==> config.mk <==
export PLATFORM = sky130hd
export DESIGN_NAME = fmsu_mag
export DESIGN_NICKNAME = d
export VERILOG_FILES = /design/src/hdl/fft_magnitude_spectrum_unit_macros.svh /design/src/hdl/fmsu_pkg.sv /design/src/hdl/fmsu_mag.sv
export SDC_FILE = /design/constraint.sdc
export NUM_CORES = 2
export LEC_CHECK = 0
export BUFFER_PORTS_ARGS = -buffer_cell sky130_fd_sc_hd__buf_2
export CAP_MARGIN = 40
export CORE_MARGIN = 5
export CORE_UTILIZATION = 47
export DETAILED_ROUTE_END_ITERATION = 8
export GPL_TIMING_DRIVEN = 0
export HOLD_SLACK_MARGIN = 0.03
export PLACE_DENSITY = 0.71
export RECOVER_POWER = 100
export SYNTH_ARGS = -nofsm -noshare
export SYNTH_HDL_FRONTEND = slang
export SYNTH_SLANG_ARGS = --single-unit
==> constraint.sdc <==
create_clock -name clk_i -period 3.1 [get_ports clk_i]
set_input_delay 0.31 -clock clk_i [delete_from_list [all_inputs] [get_ports clk_i]]
set_output_delay 0.31 -clock clk_i [all_outputs]
set_load 0.03 [all_outputs]
==> src/hdl/fft_magnitude_spectrum_unit_macros.svh <==
// ----------------------------------------------------------------------------
// FFT magnitude spectrum unit: assertion macros
// Shorthand for the concurrent checks at the end of the top level.
// ----------------------------------------------------------------------------
`ifndef FFT_MAGNITUDE_SPECTRUM_UNIT_MACROS_SVH
`define FFT_MAGNITUDE_SPECTRUM_UNIT_MACROS_SVH

// Same-cycle implication, disabled while reset is asserted.
`define FMSU_ASSERT_IMP(lbl, clk, rst_n, ante, cons) \
  lbl: assert property (@(posedge clk) disable iff (!rst_n) (ante) |-> (cons)) \
    else $error("same-cycle check failed");

// Next-cycle implication, disabled while reset is asserted.
`define FMSU_ASSERT_NXT(lbl, clk, rst_n, ante, cons) \
  lbl: assert property (@(posedge clk) disable iff (!rst_n) (ante) |=> (cons)) \
    else $error("next-cycle check failed");

`endif

==> src/hdl/fmsu_pkg.sv <==
// ----------------------------------------------------------------------------
// FFT magnitude spectrum unit: shared package
// Command codes, control structs and the twiddle generator.
// ----------------------------------------------------------------------------
package fmsu_pkg;

  // Width of the configuration register.
  localparam int unsigned CFG_BITS = 4;

  // Command codes of an input beat.
  localparam logic CMD_LOAD = 1'b0;
  localparam logic CMD_READ = 1'b1;

  // Butterfly datapath strobes.
  typedef struct packed {
    logic ld_u;
    logic mul;
    logic rnd;
  } bfly_ctl_t;

  // Magnitude unit strobes and status.
  typedef struct packed {
    logic sq;
    logic start;
  } mag_ctl_t;

  typedef struct packed {
    logic done;
  } mag_sts_t;

  // Quarter-wave twiddle value, rounded half up and saturated below +1.0.
  // Evaluated at elaboration only.
  function automatic int twiddle_q(int unsigned t, int unsigned log2_max,
                                   int unsigned tw_bits, bit use_sin);
    real ang;
    real v;
    real full;
    int  q;
    int  lim;
    ang  = 6.283185307179586 * real'(t) * (2.0 ** (-real'(log2_max)));
    full = 2.0 ** real'(tw_bits - 1);
    lim  = (1 << (tw_bits - 1)) - 1;
    v    = use_sin ? $sin(ang) : $cos(ang);
    q    = $rtoi(v * full + 0.5);
    if (q < 0) q = 0;
    if (q > lim) q = lim;
    return q;
  endfunction

endpackage

==> src/hdl/fmsu_mag.sv <==
// ----------------------------------------------------------------------------
// FFT magnitude spectrum unit: magnitude unit
// Squares both parts of a work word, then takes the floor square root
// of their sum one result bit per cycle.
// ----------------------------------------------------------------------------
module fmsu_mag #(
  parameter int unsigned W_BITS = 27
) (
  input  logic                 clk_i,
  input  logic                 rst_ni,
  input  fmsu_pkg::mag_ctl_t   ctl_i,
  input  logic [2*W_BITS-1:0]  data_i,
  output fmsu_pkg::mag_sts_t   sts_o,
  output logic [W_BITS-2:0]    mag_o
);

  import fmsu_pkg::*;

  localparam int unsigned CW = $clog2(W_BITS + 1);

  logic signed [W_BITS-1:0] re, im;
  logic [W_BITS-1:0]        ar, ai;
  logic [2*W_BITS-1:0]      sqr_q, sqi_q, x_q;
  logic [W_BITS+1:0]        rem_q;
  logic [W_BITS-1:0]        root_q;
  logic [W_BITS+3:0]        rem_n, trial;
  logic                     busy_q, busy_d, done_q, done_d;
  logic [CW-1:0]            cnt_q, cnt_d;

  // Absolute values; the most negative value maps to its unsigned magnitude.
  assign re = data_i[2*W_BITS-1:W_BITS];
  assign im = data_i[W_BITS-1:0];
  assign ar = re[W_BITS-1] ? W_BITS'(-re) : W_BITS'(re);
  assign ai = im[W_BITS-1] ? W_BITS'(-im) : W_BITS'(im);

  // One restoring step: bring down two bits, try root*4+1.
  assign rem_n = {rem_q, x_q[2*W_BITS-1 -: 2]};
  assign trial = {2'b00, root_q, 2'b01};

  always_comb begin
    busy_d = busy_q;
    cnt_d  = cnt_q;
    done_d = 1'b0;
    if (ctl_i.start) begin
      busy_d = 1'b1;
      cnt_d  = CW'(W_BITS);
    end else if (busy_q) begin
      cnt_d = cnt_q - CW'(1);
      if (cnt_q == CW'(1)) begin
        busy_d = 1'b0;
        done_d = 1'b1;
      end
    end
  end

  // Iteration control.
  always_ff @(posedge clk_i or negedge rst_ni) begin
    if (!rst_ni) begin
      busy_q <= 1'b0;
      done_q <= 1'b0;
      cnt_q  <= '0;
    end else begin
      busy_q <= busy_d;
      done_q <= done_d;
      cnt_q  <= cnt_d;
    end
  end

  // Squares, operand and partial root.
  always_ff @(posedge clk_i) begin
    if (ctl_i.sq) begin
      sqr_q <= (2*W_BITS)'(ar) * (2*W_BITS)'(ar);
      sqi_q <= (2*W_BITS)'(ai) * (2*W_BITS)'(ai);
    end
    if (ctl_i.start) begin
      x_q    <= sqr_q + sqi_q;
      rem_q  <= '0;
      root_q <= '0;
    end else if (busy_q) begin
      x_q <= x_q << 2;
      if (rem_n >= trial) begin
        rem_q  <= (W_BITS+2)'(rem_n - trial);
        root_q <= {root_q[W_BITS-2:0], 1'b1};
      end else begin
        rem_q  <= rem_n[W_BITS+1:0];
        root_q <= {root_q[W_BITS-2:0], 1'b0};
      end
    end
  end

  assign sts_o.done = done_q;
  assign mag_o      = root_q[W_BITS-1] ? '1 : root_q[W_BITS-2:0];

endmodule

=== Yosys cells after proc, flatten, opt, wreduce, memory -nomap -nowiden ===
Index checks and enable logic that the tools add are counted.

* Flip-flop bits (word level): 225
* Bits in latches: 0
* Bits in writable memories: 0
* Memory bits (read-only): 0
* Input bits: 58
* Output and inout port bits: 27
* Word-level logic and storage cells: 33
* Memories kept: 0

* Add/subtract/negate cells: 5
* Multipliers: 2
* Divide/modulo/power cells: 0
* $lt $le $gt $ge: 1
* Eq/ne operators: 1
* Shift operators: 0
* Multiplexer cells: 15
* Bitwise operators: 0
* Reduce and logical (&&, ||, !) cells: 1

{| class="wikitable"
|+ Operators with widths
! kind !! count
|-
| $mul A27 B27 Y54 || 2
|-
| $mux W54 || 2
|-
| $add A54 B54 Y54 || 1
|-
| $mux W27 || 2
|-
| $neg A27 Y27 || 2
|-
| $ge A31 B29 Y1 || 1
|-
| $mux W29 || 1
|-
| $sub A29 B29 Y29 || 1
|-
| $mux W26 || 1
|-
| $mux W5 || 2
|-
| $mux W1 || 7
|-
| $eq A5 B1 Y1 const B || 1
|-
| $sub A5 B1 Y5 const B || 1
|-
| $reduce_bool A2 Y1 || 1
|}

=== Logic depth before layout (Yosys ltp) ===
* Depth in word-level cells: 4
* Gate-level depth with buffers: 36

=== Least setup slack after synthesis ===
OpenSTA, ideal clock, no wires.

* Path type: input to register
* Start: input port data_i[30]
* End: register sqr_q[51] (data pin)
* Setup time: 259 ps
* Data arrival time: 8772 ps
* Required time: 2841 ps
* Setup slack: -5931 ps
* Cell stages on the path: 29
* Path buffers: 2
* Path through: or4_4 -> or3_1 -> or3_4 -> nand3b_1 -> and2_1 -> xnor2_4 -> inv_2 -> clkbuf_1 -> nand2_1 -> fa_1 -> fa_1 -> fa_1 -> inv_1 -> fa_1 -> inv_1 -> fa_1 -> fa_1 -> fa_1 -> inv_1 -> ha_1 -> clkbuf_1 -> nand4_1 -> nor2_1 -> nand2_1 -> nor4b_1 -> a221oi_1 -> o41ai_1 -> nor3_1 -> a211o_1

* Longest elaborated chain between the ends: 3

{| class="wikitable"
|+ Ends and longest elaborated chain
! element !! line !! source
|-
| start: declaration || fmsu_mag.sv:12 || <nowiki>input logic [2*W_BITS-1:0] data_i,</nowiki>
|-
| $neg A27 Y27 || fmsu_mag.sv:33 || <nowiki>assign ar = re[W_BITS-1] ? W_BITS'(-re) : W_BITS'(re);</nowiki>
|-
| $mux W27 (*) || fmsu_mag.sv:33 ||
|-
| $mul A27 B27 Y54 (*) || fmsu_mag.sv:72 || <nowiki>sqr_q <= (2*W_BITS)'(ar) * (2*W_BITS)'(ar);</nowiki>
|-
| end signal: assignment || fmsu_mag.sv:72 ||
|-
| end: declaration || fmsu_mag.sv:23 || <nowiki>logic [2*W_BITS-1:0] sqr_q, sqi_q, x_q;</nowiki>
|}

Every way passes the cells marked *; elsewhere a longest branch is shown, timed or not.
A chain may end at the register's enable or synchronous reset.

=== Final worst setup path ===
* Start: input port data_i[27]
* End: register sqr_q[51] (data pin)

The elaborated chain is that of the path after synthesis.

==> results.cfg <==
[run_status]
violations = max-capacitance violations, max-slew violations, negative setup slack
outcome = complete, but fails checks

[timing]
rsz0062_at_grt = true
setup_viol = 152
worst_pin_slew_ps = 2648
relSlewSlack = -0.7655
finalMaxSlewViolations = 49
timing.fmax_mhz = 116.8
setup_ws_ps = -5460
period_share = 2.761
fin_skew_ps = 24.84
final-hold-violation-count = 0
fin_crit_ps = 8560

[worst_setup_path]
reg2regPathDepth = 10
slowest_delay_ps = 570
start_kind = input pin
crit_end = sqr_q[51]$_DFFE_PP_
startpoint = data_i[27]
crit_required_ps = 3370
crit_path_max_fanout = 11
cpMostUsedCell = fa_1
cp.arrival_ps = 8830
ff2ff_setup_slack_ps = -680
cp-end-kind = flop
crit_type = input pin to flop
crit_slowest_cell = fa_1
rr_startpoint = sqr_q[5]$_DFFE_PP_
timing.rr.end = x_q[53]$_DFFE_PP_

[logic_synthesis]
synth_edf_count = 160
yosysSeqAreaShare = 0.1121
ys_types = 88
synth_area_sq_um = 54410
synth_cells = 5968
avgSynthCellArea_sq_um = 9.116
synthFlopType = edfxtp_1
async_flop_share = 0.03139
yosys_warnings = 0
ys_top_cells_by_area = fa_1 (41%), inv_1 (11%), ha_1 (11%), edfxtp_1 (8.8%), nand2_1 (3.8%)
ys_seq_elements = 223
yosysTopAreaCell = fa_1
yosys.area.top_type_share = 0.4066

[floorplanning]
die_x_um = 350.2
io-pin-count = 85
rows = 124
core-area_sq_um = 114700
die-height_um = 350.2
die_area_sq_um = 122700
start_util = 0.4745

[global_route]
grt_pass1_wl_um = 241400
grtUsageTotal = 0.2494
grt_remaining_overflow = 0
grt_max_degree = 60
grt_pass1_vias = 45490
antenna_found_initial = 1

[finish]
final_area_sq_um = 63870
diodes = 0
syn_to_final_growth_pct = 17.39
drive_above_1_share = 0.1665
final_nets = 8000
n_fill_cell = 9692

[drt]
drtPass1Iterations = 7
drc = 0
wire_per_inst_um = 19.53
drt_iter0_markers = 3456
vias = 43000
wl_um = 154100
vias_per_cell = 5.449
drtAntennaViolNets = 0

[clock_tree]
clk_pin_slew_ps = 70
numCtsBuffers = 22
clk_path_buf_depth = 3
cts_sinks = 223
cts-root-buf = clkbuf_16
cts_tree = done
insertion_delay_ps = 540
h-tree-depth = 1

[flow_run]
maxCapViolations = 1

[placed_design]
place_area_sq_um = 59000
hpwlAfterDp_um = 122100
portBuffers = 83
gp_congestion = 0.9871

[worst_hold_path]
hold_path_class = input pin to flop
## metal layers
metal	up-vias	routed length (um)	track usage
met5	-	0	0
met4	0	8300	0.1027
met3	540	14290	0.05203
met2	2002	73600	0.4184
met1	21470	57930	0.3167
li1	18990	-	-
## cells in the final DEF, fill, tap and decap left out, types with 44 or more instances in the layout
master / netlist / routed
a21oi_1: 188 / 138
fa_2: 0 / 48
xnor2_1: 139 / 111
a21o_1: 133 / 132
o21ai_0: 117 / 78
nand2_1: 545 / 483
buf_2: 7 / 54
edfxtp_1: 160 / 160
ha_1: 473 / 425
clkbuf_1: 172 / 104
buf_4: 0 / 214
inv_1: 1638 / 1556
xor2_1: 79 / 66
inv_2: 6 / 74
dfxtp_1: 56 / 56
fa_1: 1105 / 1057
nand2_2: 0 / 44
nor2_1: 452 / 397
nand3_1: 76 / 71
## synth_stat cells (17+ instances only)
cell type	n
and2_1	25
mux2i_1	34
nor3_1	37
nand3_1	76
nand2b_1	24
ha_1	473
a311oi_1	26
o21bai_1	33
o21ai_0	117
buf_1	18
nand4_1	35
clkbuf_1	172
edfxtp_1	160
mux2_2	44
o21a_1	23
o211ai_1	17
or3_1	17
a21oi_1	188
fa_1	1105
a21o_1	133
a31oi_1	23
nor2_1	452
xor2_1	79
inv_1	1638
o31ai_1	19
nand2_1	545
xnor2_1	139
dfxtp_1	56
and3_1	20
## how the worst min path moves through the flow
stage | depth (start not counted) | end | startpoint
detailed placement | 1 | sts_o$_DFF_PN0_ | rst_ni
floorplan | 0 | busy_q$_DFF_PN0_ | rst_ni
CTS | 1 | sqi_q[0]$_DFFE_PP_ | data_i[0]
global route | 1 | sqi_q[0]$_DFFE_PP_ | data_i[0]
finish | 1 | sqi_q[0]$_DFFE_PP_ | data_i[0]
global placement | 1 | sts_o$_DFF_PN0_ | rst_ni
## flip-flops by register name, summed over array words and instances (netlist names)
name,flops
rem_q,29
sts_o,1
x_q,54
sqi_q,53
sqr_q,53
cnt_q,5
busy_q,1
root_q,27
## area by class of cell
type / instances / area (sq um) / share of cell area
Buffer: 191 / 1588 / 0.02486
Clock inverter: 12 / 160.2 / 0.002508
Clock buffer: 28 / 573.1 / 0.008973
Inverter: 1655 / 6325 / 0.09903
Multi-Input combinational cell: 3930 / 44620 / 0.6987
Sequential cell: 223 / 6101 / 0.09553
Timing Repair Buffer: 341 / 2604 / 0.04077
Tap cell: 1512 / 1892 / 0.02962
## cell families after synthesis
logic type / share of synthesized area
buffers and inverters: 0.1282
adders and majority gates: 0.5154
and+or+nand+nor: 0.1054
AOI/OAI and AO/OA: 0.08500
xor gates and xnor gates: 0.03840
DFF: 0.1121
muxes: 0.01536
other: 0.0001380
## worst max-delay path: cells and delay by family
kind | cells | cell delay [ps]
buffers and inverters | 12 | 1490
adder cells (fa/ha/maj) | 9 | 3970
AND/OR/NAND/NOR | 4 | 700
AO/OA/AOI/OAI | 8 | 1890
XOR/XNOR | 1 | 460
## per-stage QoR
step	std cells	setup TNS, ps	setup slack [ps]	hold WS [ps]	util
after global routing	7892	-486790	-5654	98.66	0.5570
final	7892	-437300	-5460	112.1	0.5570
after CTS	7788	-423550	-5300	89.46	0.5426
after floorplan	6006	-401930	-5274	14.41	-
after global placement	7601	-583090	-7378	162.3	0.5129
after detailed placement	7620	-579060	-7423	162.9	0.5146
## timing repair
item                                    CTS  global route
gates cloned                              0             1
resized for setup                       320           282
hold buffers                              1             0
endpoints found under the setup margin  155           153
hold endpoints to repair                  7             0
setup buffers                           131           110
pin swaps                               160           175
Power is not shown: default switching activity piles up to over one toggle a cycle in this logic, so the estimate is an artifact.
