**src/hdl/fft_magnitude_spectrum_unit_macros.svh**
```systemverilog
// ----------------------------------------------------------------------------
// FFT magnitude spectrum unit: assertion macros
// Shorthand for the concurrent checks at the end of the top level.
// ----------------------------------------------------------------------------
`ifndef FFT_MAGNITUDE_SPECTRUM_UNIT_MACROS_SVH
`define FFT_MAGNITUDE_SPECTRUM_UNIT_MACROS_SVH

// Same-cycle implication, disabled while reset is asserted.
`define FMSU_ASSERT_IMP(lbl, clk, rst_n, ante, cons) \
  lbl: assert property (@(posedge clk) disable iff (!rst_n) (ante) |-> (cons)) \
    else $error("same-cycle check failed");

// Next-cycle implication, disabled while reset is asserted.
`define FMSU_ASSERT_NXT(lbl, clk, rst_n, ante, cons) \
  lbl: assert property (@(posedge clk) disable iff (!rst_n) (ante) |=> (cons)) \
    else $error("next-cycle check failed");

`endif

```
**src/hdl/fmsu_ram.sv**
```systemverilog
// ----------------------------------------------------------------------------
// Generic single-port-write, single-port-read RAM
// One write and one registered read per cycle.
// ----------------------------------------------------------------------------
module fmsu_ram #(
  parameter int unsigned WIDTH = 8,
  parameter int unsigned DEPTH = 16,
  localparam int unsigned AW = (DEPTH > 1) ? $clog2(DEPTH) : 1
) (
  input  logic             clk_i,
  input  logic             we_i,
  input  logic [AW-1:0]    waddr_i,
  input  logic [WIDTH-1:0] wdata_i,
  input  logic             re_i,
  input  logic [AW-1:0]    raddr_i,
  output logic [WIDTH-1:0] rdata_o
);

  logic [WIDTH-1:0] mem_q [DEPTH];
  logic [WIDTH-1:0] rdata_q;

  // Write port and registered read port; read data holds between reads.
  always_ff @(posedge clk_i) begin
    if (we_i) begin
      mem_q[waddr_i] <= wdata_i;
    end
    if (re_i) begin
      rdata_q <= mem_q[raddr_i];
    end
  end

  assign rdata_o = rdata_q;

endmodule

```
**config.mk**
```make
export PLATFORM = sky130hd
export DESIGN_NAME = fmsu_ram
export DESIGN_NICKNAME = d
export VERILOG_FILES = /design/src/hdl/fft_magnitude_spectrum_unit_macros.svh /design/src/hdl/fmsu_ram.sv
export SDC_FILE = /design/constraint.sdc
export NUM_CORES = 1
export LEC_CHECK = 0
export ABC_AREA = 1
export BUFFER_PORTS_ARGS = -buffer_cell sky130_fd_sc_hd__buf_2
export CORE_AREA = 2 2 107 109
export CTS_CLUSTER_DIAMETER = 30
export DETAILED_ROUTE_END_ITERATION = 10
export DIE_AREA = 0 0 109 111
export GPL_TIMING_DRIVEN = 0
export HOLD_SLACK_MARGIN = 0.03
export PLACE_DENSITY_LB_ADDON = 0.25
export SLEW_MARGIN = 10
export SYNTH_ARGS = -nofsm -noshare
export SYNTH_HDL_FRONTEND = slang
export SYNTH_SLANG_ARGS = --single-unit
```
**constraint.sdc**
```tcl
create_clock -name clk_i -period 1 [get_ports clk_i]
set_input_delay 0.1 -clock clk_i [delete_from_list [all_inputs] [get_ports clk_i]]
set_output_delay 0.1 -clock clk_i [all_outputs]
set_load 0.005 [all_outputs]
```
=== Word level (Yosys, flattened, before mapping) ===
Memories as Yosys holds them, arrays and structs flattened. A register that Yosys moved wholly into a read port is not among the register bits.
Index checks and enable logic that the tools add are counted.

* Muxes and demuxes: 2

{| class="wikitable"
|+ Operator list
! cell !! count
|-
| $mux W1 || 2
|}

* Input port bits: 19
* RAM bits: 128
* Logic and storage cells: 3
* Output and inout port bits: 8
* Memories: 1
* Bits in registers: 0

{| class="wikitable"
|+ Memory list
! name !! depth !! width !! rd ports !! clocked after Yosys merged registers in !! write ports !! line !! RTL
|-
| mem_q || 16 || 8 || 1 || 1 || 1 || fmsu_ram.sv:19 || <nowiki>logic [WIDTH-1:0] mem_q [DEPTH];</nowiki>
|}

=== Depth between registers and ports, before layout ===
Gate-level depths: netlist (run 1).

* Word-level depth: 2
* Depth in mapped cells: 8
* Mapped depth without buffers: 7

=== Least setup slack after synthesis (run 1) ===
Ideal clock, no wire load.

* Path type: input to register
* From: input waddr_i[3]
* To: memory mem_q[4][0], enable pin
* Stages on the path: 2
* Data required time: 0.630 ns
* Setup slack: -0.051 ns
* Data arrival time: 0.681 ns
* Buffers on the path: 0
* Setup time: 0.370 ns
* Path through: nand3b_1 > nor2_1

{| class="wikitable"
|+ RTL lines
! what !! line !! RTL
|-
| start, declared || fmsu_ram.sv:12 || <nowiki>input logic [AW-1:0] waddr_i,</nowiki>
|-
| end, declared || fmsu_ram.sv:19 ||
|}

Straight into the memory's write port.

==> reports/results.txt, run 1 <==
Failing checks: negative setup slack
Worst Hold Launch: wdata_i[6]
Switch Pwr: 3.00 mW
Flops & latches, synth: 136
Sinks on Clock Net: 136
Post-synth top cells: 173 x nand2_1, 136 x edfxtp_1, 100 x inv_1
Post-layout min period: 1120 ps
Synth area leaders: edfxtp_1 70%, nand2_1 11%, nand3_1 8.3%, inv_1 6.4%, buf_6 1.2%
Hold path cells: 1
Syn Inst Count: 551
Worst path buffer plus inverter count: 1
I/O pin cnt: 27
Routed WL: 14000 um
Tightest Hold Check Type: input pin to flip-flop
Final net count: 613
Most used cell, CP: nand3_1
Filler cell count: 851
Clock Tree Root: clkbuf_16
Grt ovf: 0
Remaining antenna violation count after routing: 0
Most numerous cell in the Yosys netlist: nand2_1
Reg2reg end: rdata_o[4]$_DFFE_PP_
Remaining DRCs: 0
Post-CTS setup buffer count: 0
Max Cap Viol: 0
Unrepaired setup endpoints after global routing: yes
F_max: 892 MHz
Pin count of the biggest net entering global routing: 17
Detailed placement HPWL: 8860 um
Setup TNS: -791 ps
Drt initial violations: 526
First-pass GRT wire length: 21500 um
Main synth FF type: edfxtp_1
Post-Syn Area: 0.00585 mm2
WHS Endpoint: mem_q[0][6]$_DFFE_PP_
Crit-path max cell delay: 370 ps
Worst R2R Start: mem_q[13][4]$_DFFE_PP_
Cells after DPL: 717
Status: complete, but fails checks
Crit start category: flip-flop
Reg2Reg Setup Slack: -120 ps
CP Max Fanout: 1
Leakage: 2.99 nW
Switching portion of total power: 22.1%
Syn Nets: 570
Pwr dens: 1930 mW/mm2
Die extent in x: 109 um
Simple-Gate Fraction of Synth Area: 20.8%
Rel. slew slack: 65.5%
Final GP Congestion: 0.874
Final WS setup: -121 ps
WP data arrival: 1300 ps
Peak supply drop: 1.34 mV
Initial antenna violation count: 0
H-tree depth: 4
Post-synthesis sequential area ratio: 69.8%
Final-report max-slew violation count: 0
Input/output buffers: 23
Fin cells: 750
Mux cell area share after synthesis: 0%
Fin crit share: 112%
Reg2Reg Depth: 6
N_diodes: 0
Final clock skew: 12.9 ps
Rows: 39
Crit end category: flip-flop
Logic pwr share: 6.9%
Vias per inst: 5.32
Synth Area per Inst: 10.6 um2
Adder-cell share of the synthesized area: 0%
Yosys top cell by area: edfxtp_1
CTS Buffer Depth: 2
TritonRoute pass-1 iters: 5
Layout cells sized above 1: 25.9%
WS Path Type: flip-flop to flip-flop
XOR/XNOR Fraction of Synth Area: 0%
CP top delay family: simple AND/OR/NAND/NOR gates
Num CTS Buffers: 17
CTS tree: yes
Clock transition at path regs: 60 ps
# setup viols final: 14
Vias: 3991
Power after layout: 13.6 mW
Worst Path Required: 1170 ps
Die Area: 0.0121 mm2
Main combinational cell family by area after synthesis: simple AND/OR/NAND/NOR gates
Cell variety after synth: 11
Clock Latency Late Sink: 430 ps
Yosys top cell area share: 69.8%
FFs w/ async S/R, synth: 0%
Initial Util: 52.8%
Internal: 10.6 mW
Synth Area in Compound Gates: 0%
P&R area growth vs syn: 20.7%
Syn. warnings: 0
Vias in the first global route: 3905
Number of synthesized flops with an enable pin: 136
Worst slew pin tran: 516 ps
Drt wl/cell: 18.6 um
Final core utilization: 63.7%
Reg power frac: 47.5%
Final Hold Viols: 0
Slowest-stage cell, CP: edfxtp_1
Core area: 0.0111 mm2
Total Routing Usage GR: 25.0%
Clock Power Share: 45.6%
Die height: 111 um
CP Cell Sequence: inv_1 -> nand2_1 -> nand3_1 -> nand3_1 -> nand3_2 -> nand2_2
## layer usage
layer  track usage (%)  vias up  share of wire, %
li1                  -     1874                 -
met1              35.7     1918                43
met2              37.7      171                47
met3              5.41       28               7.1
met4              9.66        0               2.6
met5                 0        -                 0
## what timing repair did
action	in CTS	in global routing
cloned	0	0
gates resized for setup	43	38
hold buffers	1	0
pin swaps	17	22
endpoints found under the setup margin	88	40
endpoints found under the hold margin	8	0
## layout make-up
cell class	count	area, um2	share of cell area, %
Inverter	102	383	5.42
Buffer	24	166	2.36
Multi-Input combinational cell	289	1530	21.7
Clock buffer	19	433	6.13
Timing Repair Buffer	24	125	1.77
Clock inverter	13	155	2.20
Tap cell	143	179	2.53
Sequential cell	136	4080	57.9
## state kept, by name, indices dropped and copies added, names as in the netlist
name / count
mem_q: 128
rdata_o: 8
## cells by family after synthesis
kind of cell           count (synthesis)
buffers and inverters                126
DFF                                  136
and+or+nand+nor                      289
## cell usage in the layout (no fill, tap or decap), types with 3 or more instances in the layout
cell type and count:
nand2_1 149, edfxtp_1 136, inv_1 100, nand3_1 56
nand3_2 41, buf_2 36, nand2_2 24, clkbuf_16 17
nor2_2 13, buf_6 6, buf_4 4, clkinvlp_4 4
nor2_4 3, bufinv_16 3
## worst max path at each step
stage	startpoint	endpoint	cells after the start
after floorplan	waddr_i[2]	mem_q[10][0]$_DFFE_PP_	2
after global placement	waddr_i[3]	mem_q[4][4]$_DFFE_PP_	3
after detailed placement	waddr_i[3]	mem_q[4][0]$_DFFE_PP_	3
after CTS	mem_q[2][0]$_DFFE_PP_	rdata_o[0]$_DFFE_PP_	6
after global routing	mem_q[14][0]$_DFFE_PP_	rdata_o[0]$_DFFE_PP_	6
final	mem_q[13][4]$_DFFE_PP_	rdata_o[4]$_DFFE_PP_	6
## power by group through the flow
stage                     Sequential [mW]  Combinational [mW]  Clock [mW]
after floorplan                      6.57               0.452           0
after global placement               6.57               0.790           0
after detailed placement             6.57               0.809           0
after CTS                            6.46               0.874        6.21
after global routing                 6.46                1.02        6.48
final                                6.45               0.939        6.20
## per-stage QoR
stage / instance area [um2] / setup slack [ps] / hold slack (ps)
6_report: 7060 / -121 / 103
3_5_place_dp: 6150 / -627 / 447
5_1_grt: 7060 / -148 / 105
3_3_place_gp: 6150 / -526 / 429
2_1_floorplan: 5850 / -50.8 / 199
4_1_cts: 6910 / -99.9 / 104
No activity file was read; power rests on OpenSTA's default activity.
==> run 2: changes to the inputs <==
--- a/constraint.sdc
+++ b/constraint.sdc
@@ -3,2 +3,2 @@
 set_output_delay 0.1 -clock clk_i [all_outputs]
-set_load 0.005 [all_outputs]
+set_load 0.02 [all_outputs]
==> run 2 against run 1 <==
Against the previous run:
- highest routed layer unchanged
- the run still ends with negative setup slack left
- non-clock buffer count is the same
- critical endpoint is now rdata_o[7]$_DFFE_PP_
- hold slack lost 4.2 ps
- largest power group unchanged
- sequential power is essentially flat
==> reports/results.txt, run 2 (synthesized netlist as in run 1, its figures left out) <==
First-pass GRT wire length: 21500 um (unchanged)
Worst slew pin tran: 517 ps (+1.03 ps)
CTS Buffer Depth: 2 (unchanged)
Finished Cell Area: 0.00708 mm2 (+0.35%)
Peak supply drop: 1.34 mV (-0.18%)
Final Hold Viols: 0 (unchanged)
Final WS setup: -105 ps (+16.0 ps)
Tightest Hold Check Type: input pin to flip-flop
Initial antenna violation count: 0 (unchanged)
Remaining DRCs: 0 (unchanged)
Leakage: 3.00 nW (+0.28%)
F_max: 905 MHz (+1.5%)
Reg2reg end: rdata_o[7]$_DFFE_PP_
Pre-CTS setup slack: -627 ps (unchanged)
Clock Tree Root: clkbuf_16
Drt wl/cell: 18.6 um (+0.21%)
Post-CTS setup buffer count: 0 (unchanged)
Largest register FFs: 128 (unchanged)
WS Path Type: flip-flop to flip-flop
Vias per inst: 5.32 (unchanged)
Fin cells: 750 (unchanged)
# setup viols final: 16 (+2)
Reg2Reg Setup Slack: -110 ps (+20 ps)
Most used cell, CP: nand3_1
Worst Hold Launch: wdata_i[4]
Sinks on Clock Net: 136 (unchanged)
Hold path cells: 1 (unchanged)
Drt initial violations: 428 (-19%)
Clock Latency Late Sink: 430 ps (about the same)
Max Cap Viol: 0 (unchanged)
Failing checks: negative setup slack
Reg power frac: 47.3% (-0.2 points)
Final GP Congestion: 0.874 (unchanged)
N_diodes: 0 (unchanged)
Final net count: 613 (unchanged)
Layout cells sized above 1: 25.9% (unchanged)
Switching portion of total power: 22.2% (+0.19 points)
WHS Endpoint: mem_q[11][4]$_DFFE_PP_
Logic pwr share: 7.2% (+0.3 points)
Post-layout min period: 1110 ps (-16.0 ps)
CTS tree: yes
Grt ovf: 0 (unchanged)
CP Cell Sequence: inv_1 -> nand2_1 -> nand3_1 -> nand3_1 -> nand3_2 -> nand2_2
P&R area growth vs syn: 21.2%
Post-DP Area: 0.00615 mm2 (unchanged)
Input/output buffers: 23 (unchanged)
Die height: 111 um (unchanged)
Routed WL: 14000 um (+0.21%)
Total Routing Usage GR: 25.0% (unchanged)
Final clock skew: 10.9 ps (-2.00 ps)
Status: complete, but fails checks
Num CTS Buffers: 17 (unchanged)
CP top delay family: simple AND/OR/NAND/NOR gates
Core area: 0.0111 mm2 (unchanged)
Detailed placement HPWL: 8860 um (unchanged)
Final-report max-slew violation count: 0 (unchanged)
Pin count of the biggest net entering global routing: 17 (unchanged)
TritonRoute pass-1 iters: 6 (+1)
Worst R2R Start: mem_q[2][7]$_DFFE_PP_
Die Area: 0.0121 mm2 (unchanged)
Vias in the first global route: 3905 (unchanged)
Rel. slew slack: 65.5% (-0.069 points)
Final core utilization: 64.0% (+0.23 points)
H-tree depth: 4 (unchanged)
Crit start category: flip-flop
Commonest non-fill, non-tap cells in the layout: 149 x nand2_1, 136 x edfxtp_1, 100 x inv_1
WP data arrival: 1280 ps (-20 ps)
I/O pin cnt: 27 (unchanged)
Crit end category: flip-flop
Vias: 3991 (unchanged)
Worst Path Required: 1180 ps (about the same)
Internal: 10.6 mW (+0.15%)
Slowest-stage cell, CP: edfxtp_1
Pwr dens: 1930 mW/mm2 (about the same)
Most flops, register: mem_q
Rows: 39 (unchanged)
Fin crit share: 111% (-1.6 points)
Reg2Reg Depth: 6 (unchanged)
Clock transition at path regs: 60 ps (about the same)
Initial Util: 52.8% (unchanged)
Remaining antenna violation count after routing: 0 (unchanged)
Commonest non-fill, non-tap cell in the layout: nand2_1
Clock Power Share: 45.4% (-0.2 points)
Worst path buffer plus inverter count: 1 (unchanged)
Crit-path max cell delay: 350 ps (-20 ps)
Cells after DPL: 717 (unchanged)
Die extent in x: 109 um (unchanged)
Unrepaired setup endpoints after global routing: yes
Switch Pwr: 3.04 mW (+1.3%)
CP Max Fanout: 1 (unchanged)
Hold WS: 98.5 ps (-4.17 ps)
## run 2: cell types whose count changed in the layout (fill, tap and decap cells not counted)
cell,before,now
buf_2,36,32
buf_6,6,10
## run 2: cell type report
type / count / area (um2)
sequential: 136 / 4080
clock buffer: 19 / 433
clock inverter: 13 / 155
buffer: 24 / 166
multi-input combinational: 289 / 1530
inverter: 102 / 383
tap: 143 / 179
timing repair buffer: 24 / 150
fill: 849 / 3990
## run 2: stage by stage
stage	TNS, ps	power, mW
after floorplan	-4120	7.06
after global placement	-53230	7.39
after detailed placement	-59030	7.41
after CTS	-1030	13.6
after global routing	-1860	14.0
final	-1080	13.6
## run 2: power groups by stage
| stage | sequential (mW) | combinational (mW) | clock, mW |
|---|---|---|---|
| floorplan | 6.61 | 0.452 | 0 |
| global placement | 6.57 | 0.821 | 0 |
| detailed placement | 6.57 | 0.840 | 0 |
| CTS | 6.46 | 0.905 | 6.21 |
| global route | 6.47 | 1.06 | 6.48 |
| finish | 6.46 | 0.987 | 6.20 |
## run 2: worst max path at each step
stage	startpoint	endpoint	cells after the start
after CTS	mem_q[2][0]$_DFFE_PP_	rdata_o[0]$_DFFE_PP_	6
final	mem_q[2][7]$_DFFE_PP_	rdata_o[7]$_DFFE_PP_	6
after floorplan	waddr_i[2]	mem_q[10][0]$_DFFE_PP_	2
after global routing	mem_q[14][0]$_DFFE_PP_	rdata_o[0]$_DFFE_PP_	6
after detailed placement	waddr_i[3]	mem_q[4][0]$_DFFE_PP_	3
after global placement	waddr_i[3]	mem_q[4][4]$_DFFE_PP_	3
## run 2: repair_timing
action / 4_1_cts / 5_1_grt
cloned: 0 / 0
endpoints found under the setup margin: 88 / 40
gates resized for setup: 43 / 46
hold buffers: 1 / 0
hold endpoints to repair: 8 / 0
pin swaps: 17 / 22
## run 2: metal layers
metal	vias to the layer above	wire length (um)	global-route usage, %
met5	-	0	0
met4	0	386	9.66
met3	42	1170	5.41
met2	204	6560	37.7
met1	1870	5860	35.7
li1	1875	-	-
==> run 3: changes to the inputs <==
CELL_PAD_IN_SITES_DETAIL_PLACEMENT = 0   (was not set)
CELL_PAD_IN_SITES_GLOBAL_PLACEMENT = 1   (was not set)
CORE_AREA = 2 2 119 121   (was 2 2 107 109)
DIE_AREA = 0 0 121 123   (was 0 0 109 111)
SKIP_CTS_REPAIR_TIMING = 1   (was not set)
==> run 3 against run 2 <==
Against the previous run:
- the flow still finishes with violations (negative setup slack)
- maximum frequency down 6.9%
- setup slack worse by 82 ps
- sequential share of layout area fell by 0.52 points
- combinational power barely moved
- die area grew 23%
- routed wire length rose by 2.8%
- via count is 5.4% lower
- power down 0.55%
- register-to-register slack about the same
- cell area increased by 0.92%
==> reports/results.txt, run 3 (synthesized netlist as in run 1, its figures left out) <==
Crit start category: input pin
CP top delay family: simple AND/OR/NAND/NOR gates
Routed WL: 14400 um (+2.8%)
Remaining DRCs: 0 (unchanged)
CTS Buffer Depth: 2 (unchanged)
P&R area growth vs syn: 22.3%
Worst Hold Launch: re_i
Slowest-stage cell, CP: nor2_1
Layout cells sized above 1: 26.1% (+0.25 points)
Die height: 123 um (+11%)
Vias: 3774 (-5.4%)
Commonest non-fill, non-tap cells in the layout: 158 x nand2_1, 136 x edfxtp_1, 98 x inv_1
Final WS setup: -187 ps (-82.0 ps)
Hold WS: 29.5 ps (-69.0 ps)
Total Routing Usage GR: 20.8% (-4.2 points)
Post-layout min period: 1190 ps (+82.0 ps)
Peak supply drop: 1.23 mV (-7.8%)
First-pass GRT wire length: 21500 um (-0.13%)
Commonest non-fill, non-tap cell in the layout: nand2_1
Rel. slew slack: 43.2% (-22 points)
Input/output buffers: 23 (unchanged)
Pwr dens: 1900 mW/mm2 (-1.5%)
N_diodes: 0 (unchanged)
TritonRoute pass-1 iters: 4 (-2)
CTS tree: yes
Crit path from: waddr_i[3]
Status: complete, but fails checks
Final-report max-slew violation count: 0 (unchanged)
Filler cell count: 1195 (+41%)
Worst Path Required: 1050 ps (-130 ps)
Remaining antenna violation count after routing: 0 (unchanged)
Failing checks: negative setup slack
I/O pin cnt: 27 (unchanged)
Worst R2R Start: mem_q[10][3]$_DFFE_PP_
Die Area: 0.0149 mm2 (+23%)
Drt initial violations: 273 (-36%)
Initial Util: 43.0% (-9.8 points)
Crit end category: flip-flop
Vias per inst: 4.81 (-9.7%)
H-tree depth: 4 (unchanged)
Unrepaired setup endpoints after global routing: yes
Leakage: 3.03 nW (+1.2%)
Final Hold Viols: 0 (unchanged)
Clock Latency Late Sink: 430 ps (about the same)
CP Max Fanout: 8 (+7)
Most flops, register: mem_q
Clock Tree Root: clkbuf_16
Initial antenna violation count: 0 (unchanged)
Clock transition at path regs: 60 ps (about the same)
WP data arrival: 1230 ps (-50 ps)
Largest register FFs: 128 (unchanged)
Final net count: 612 (-0.16%)
Vias in the first global route: 3593 (-8.0%)
Detailed placement HPWL: 9340 um (+5.4%)
Core area: 0.0136 mm2 (+23%)
WS Path Type: input pin to flip-flop
Worst slew pin tran: 849 ps (+332 ps)
# setup viols final: 72 (+56)
Crit-path max cell delay: 720 ps (+370 ps)
Fin crit share: 119% (+8.2 points)
Pin count of the biggest net entering global routing: 17 (unchanged)
Die extent in x: 121 um (+11%)
Setup TNS: -7790 ps (-6710 ps)
Worst path buffer plus inverter count: 1 (unchanged)
F_max: 842 MHz (-6.9%)
Sinks on Clock Net: 136 (unchanged)
Final GP Congestion: 0.794 (-9.2%)
Tightest Hold Check Type: input pin to flip-flop
Final core utilization: 52.5% (-11 points)
Rows: 43 (+10%)
Max Cap Viol: 0 (unchanged)
Power after layout: 13.6 mW (-0.55%)
Grt ovf: 0 (unchanged)
CP Cell Sequence: buf_2 -> nand3b_1 -> nor2_1
Drt wl/cell: 18.3 um (-1.8%)
Final clock skew: 7.84 ps (-3.11 ps)
Num CTS Buffers: 17 (unchanged)
## run 3: cell count changes in the layout (fill, tap and decap cells not counted), sizes merged
| cell | previous run | this run |
|---|---|---|
| clkinvlp | 4 | 1 |
| clkbuf | 19 | 21 |
| dlygate4sd3 | 1 | 0 |
## run 3: power by group
part           internal, mW  leakage [nW]  total, mW  switching [mW]
Combinational         0.309          1.52       1.01           0.705
Clock                  3.87         0.276       6.10            2.23
Sequential             6.43          1.24       6.46          0.0330
Total                  10.6          3.03       13.6            2.96
## run 3: worst paths after layout
| check | end | slack [ps] | cells past startpoint |
|---|---|---|---|
| max | mem_q[6][3]$_DFFE_PP_ | -190 | 3 |
| min | rdata_o[2]$_DFFE_PP_ | 30 | 1 |
| max reg2reg | rdata_o[3]$_DFFE_PP_ | -110 | 6 |
| min reg2reg | rdata_o[2]$_DFFE_PP_ | 740 | 6 |
## run 3: area by class of cell
cell class	instances	area, um2	area share [%]
multi-input cells	289	1570	21.9
clock inverters	10	129	1.80
plain buffers	24	166	2.33
flip-flops and latches	136	4080	57.1
inverters	102	383	5.36
clock buffers	21	440	6.16
well taps	180	225	3.15
repair buffers	23	153	2.14
## run 3: routing by layer
layer	global-route usage, %	vias to the layer above	share of wire (%)
li1	-	1867	-
met5	0	-	0
met1	30.6	1790	49
met3	4.20	20	4.9
met4	8.14	0	1.8
met2	30.5	97	45
## run 3: metrics by stage
| step | cells | setup WS (ps) | area, um2 |
|---|---|---|---|
| floorplan | 551 | -50.8 | 5850 |
| global placement | 754 | -606 | 6190 |
| detailed placement | 754 | -609 | 6190 |
| CTS | 785 | -184 | 6760 |
| global route | 785 | -226 | 7150 |
| finish | 785 | -187 | 7150 |
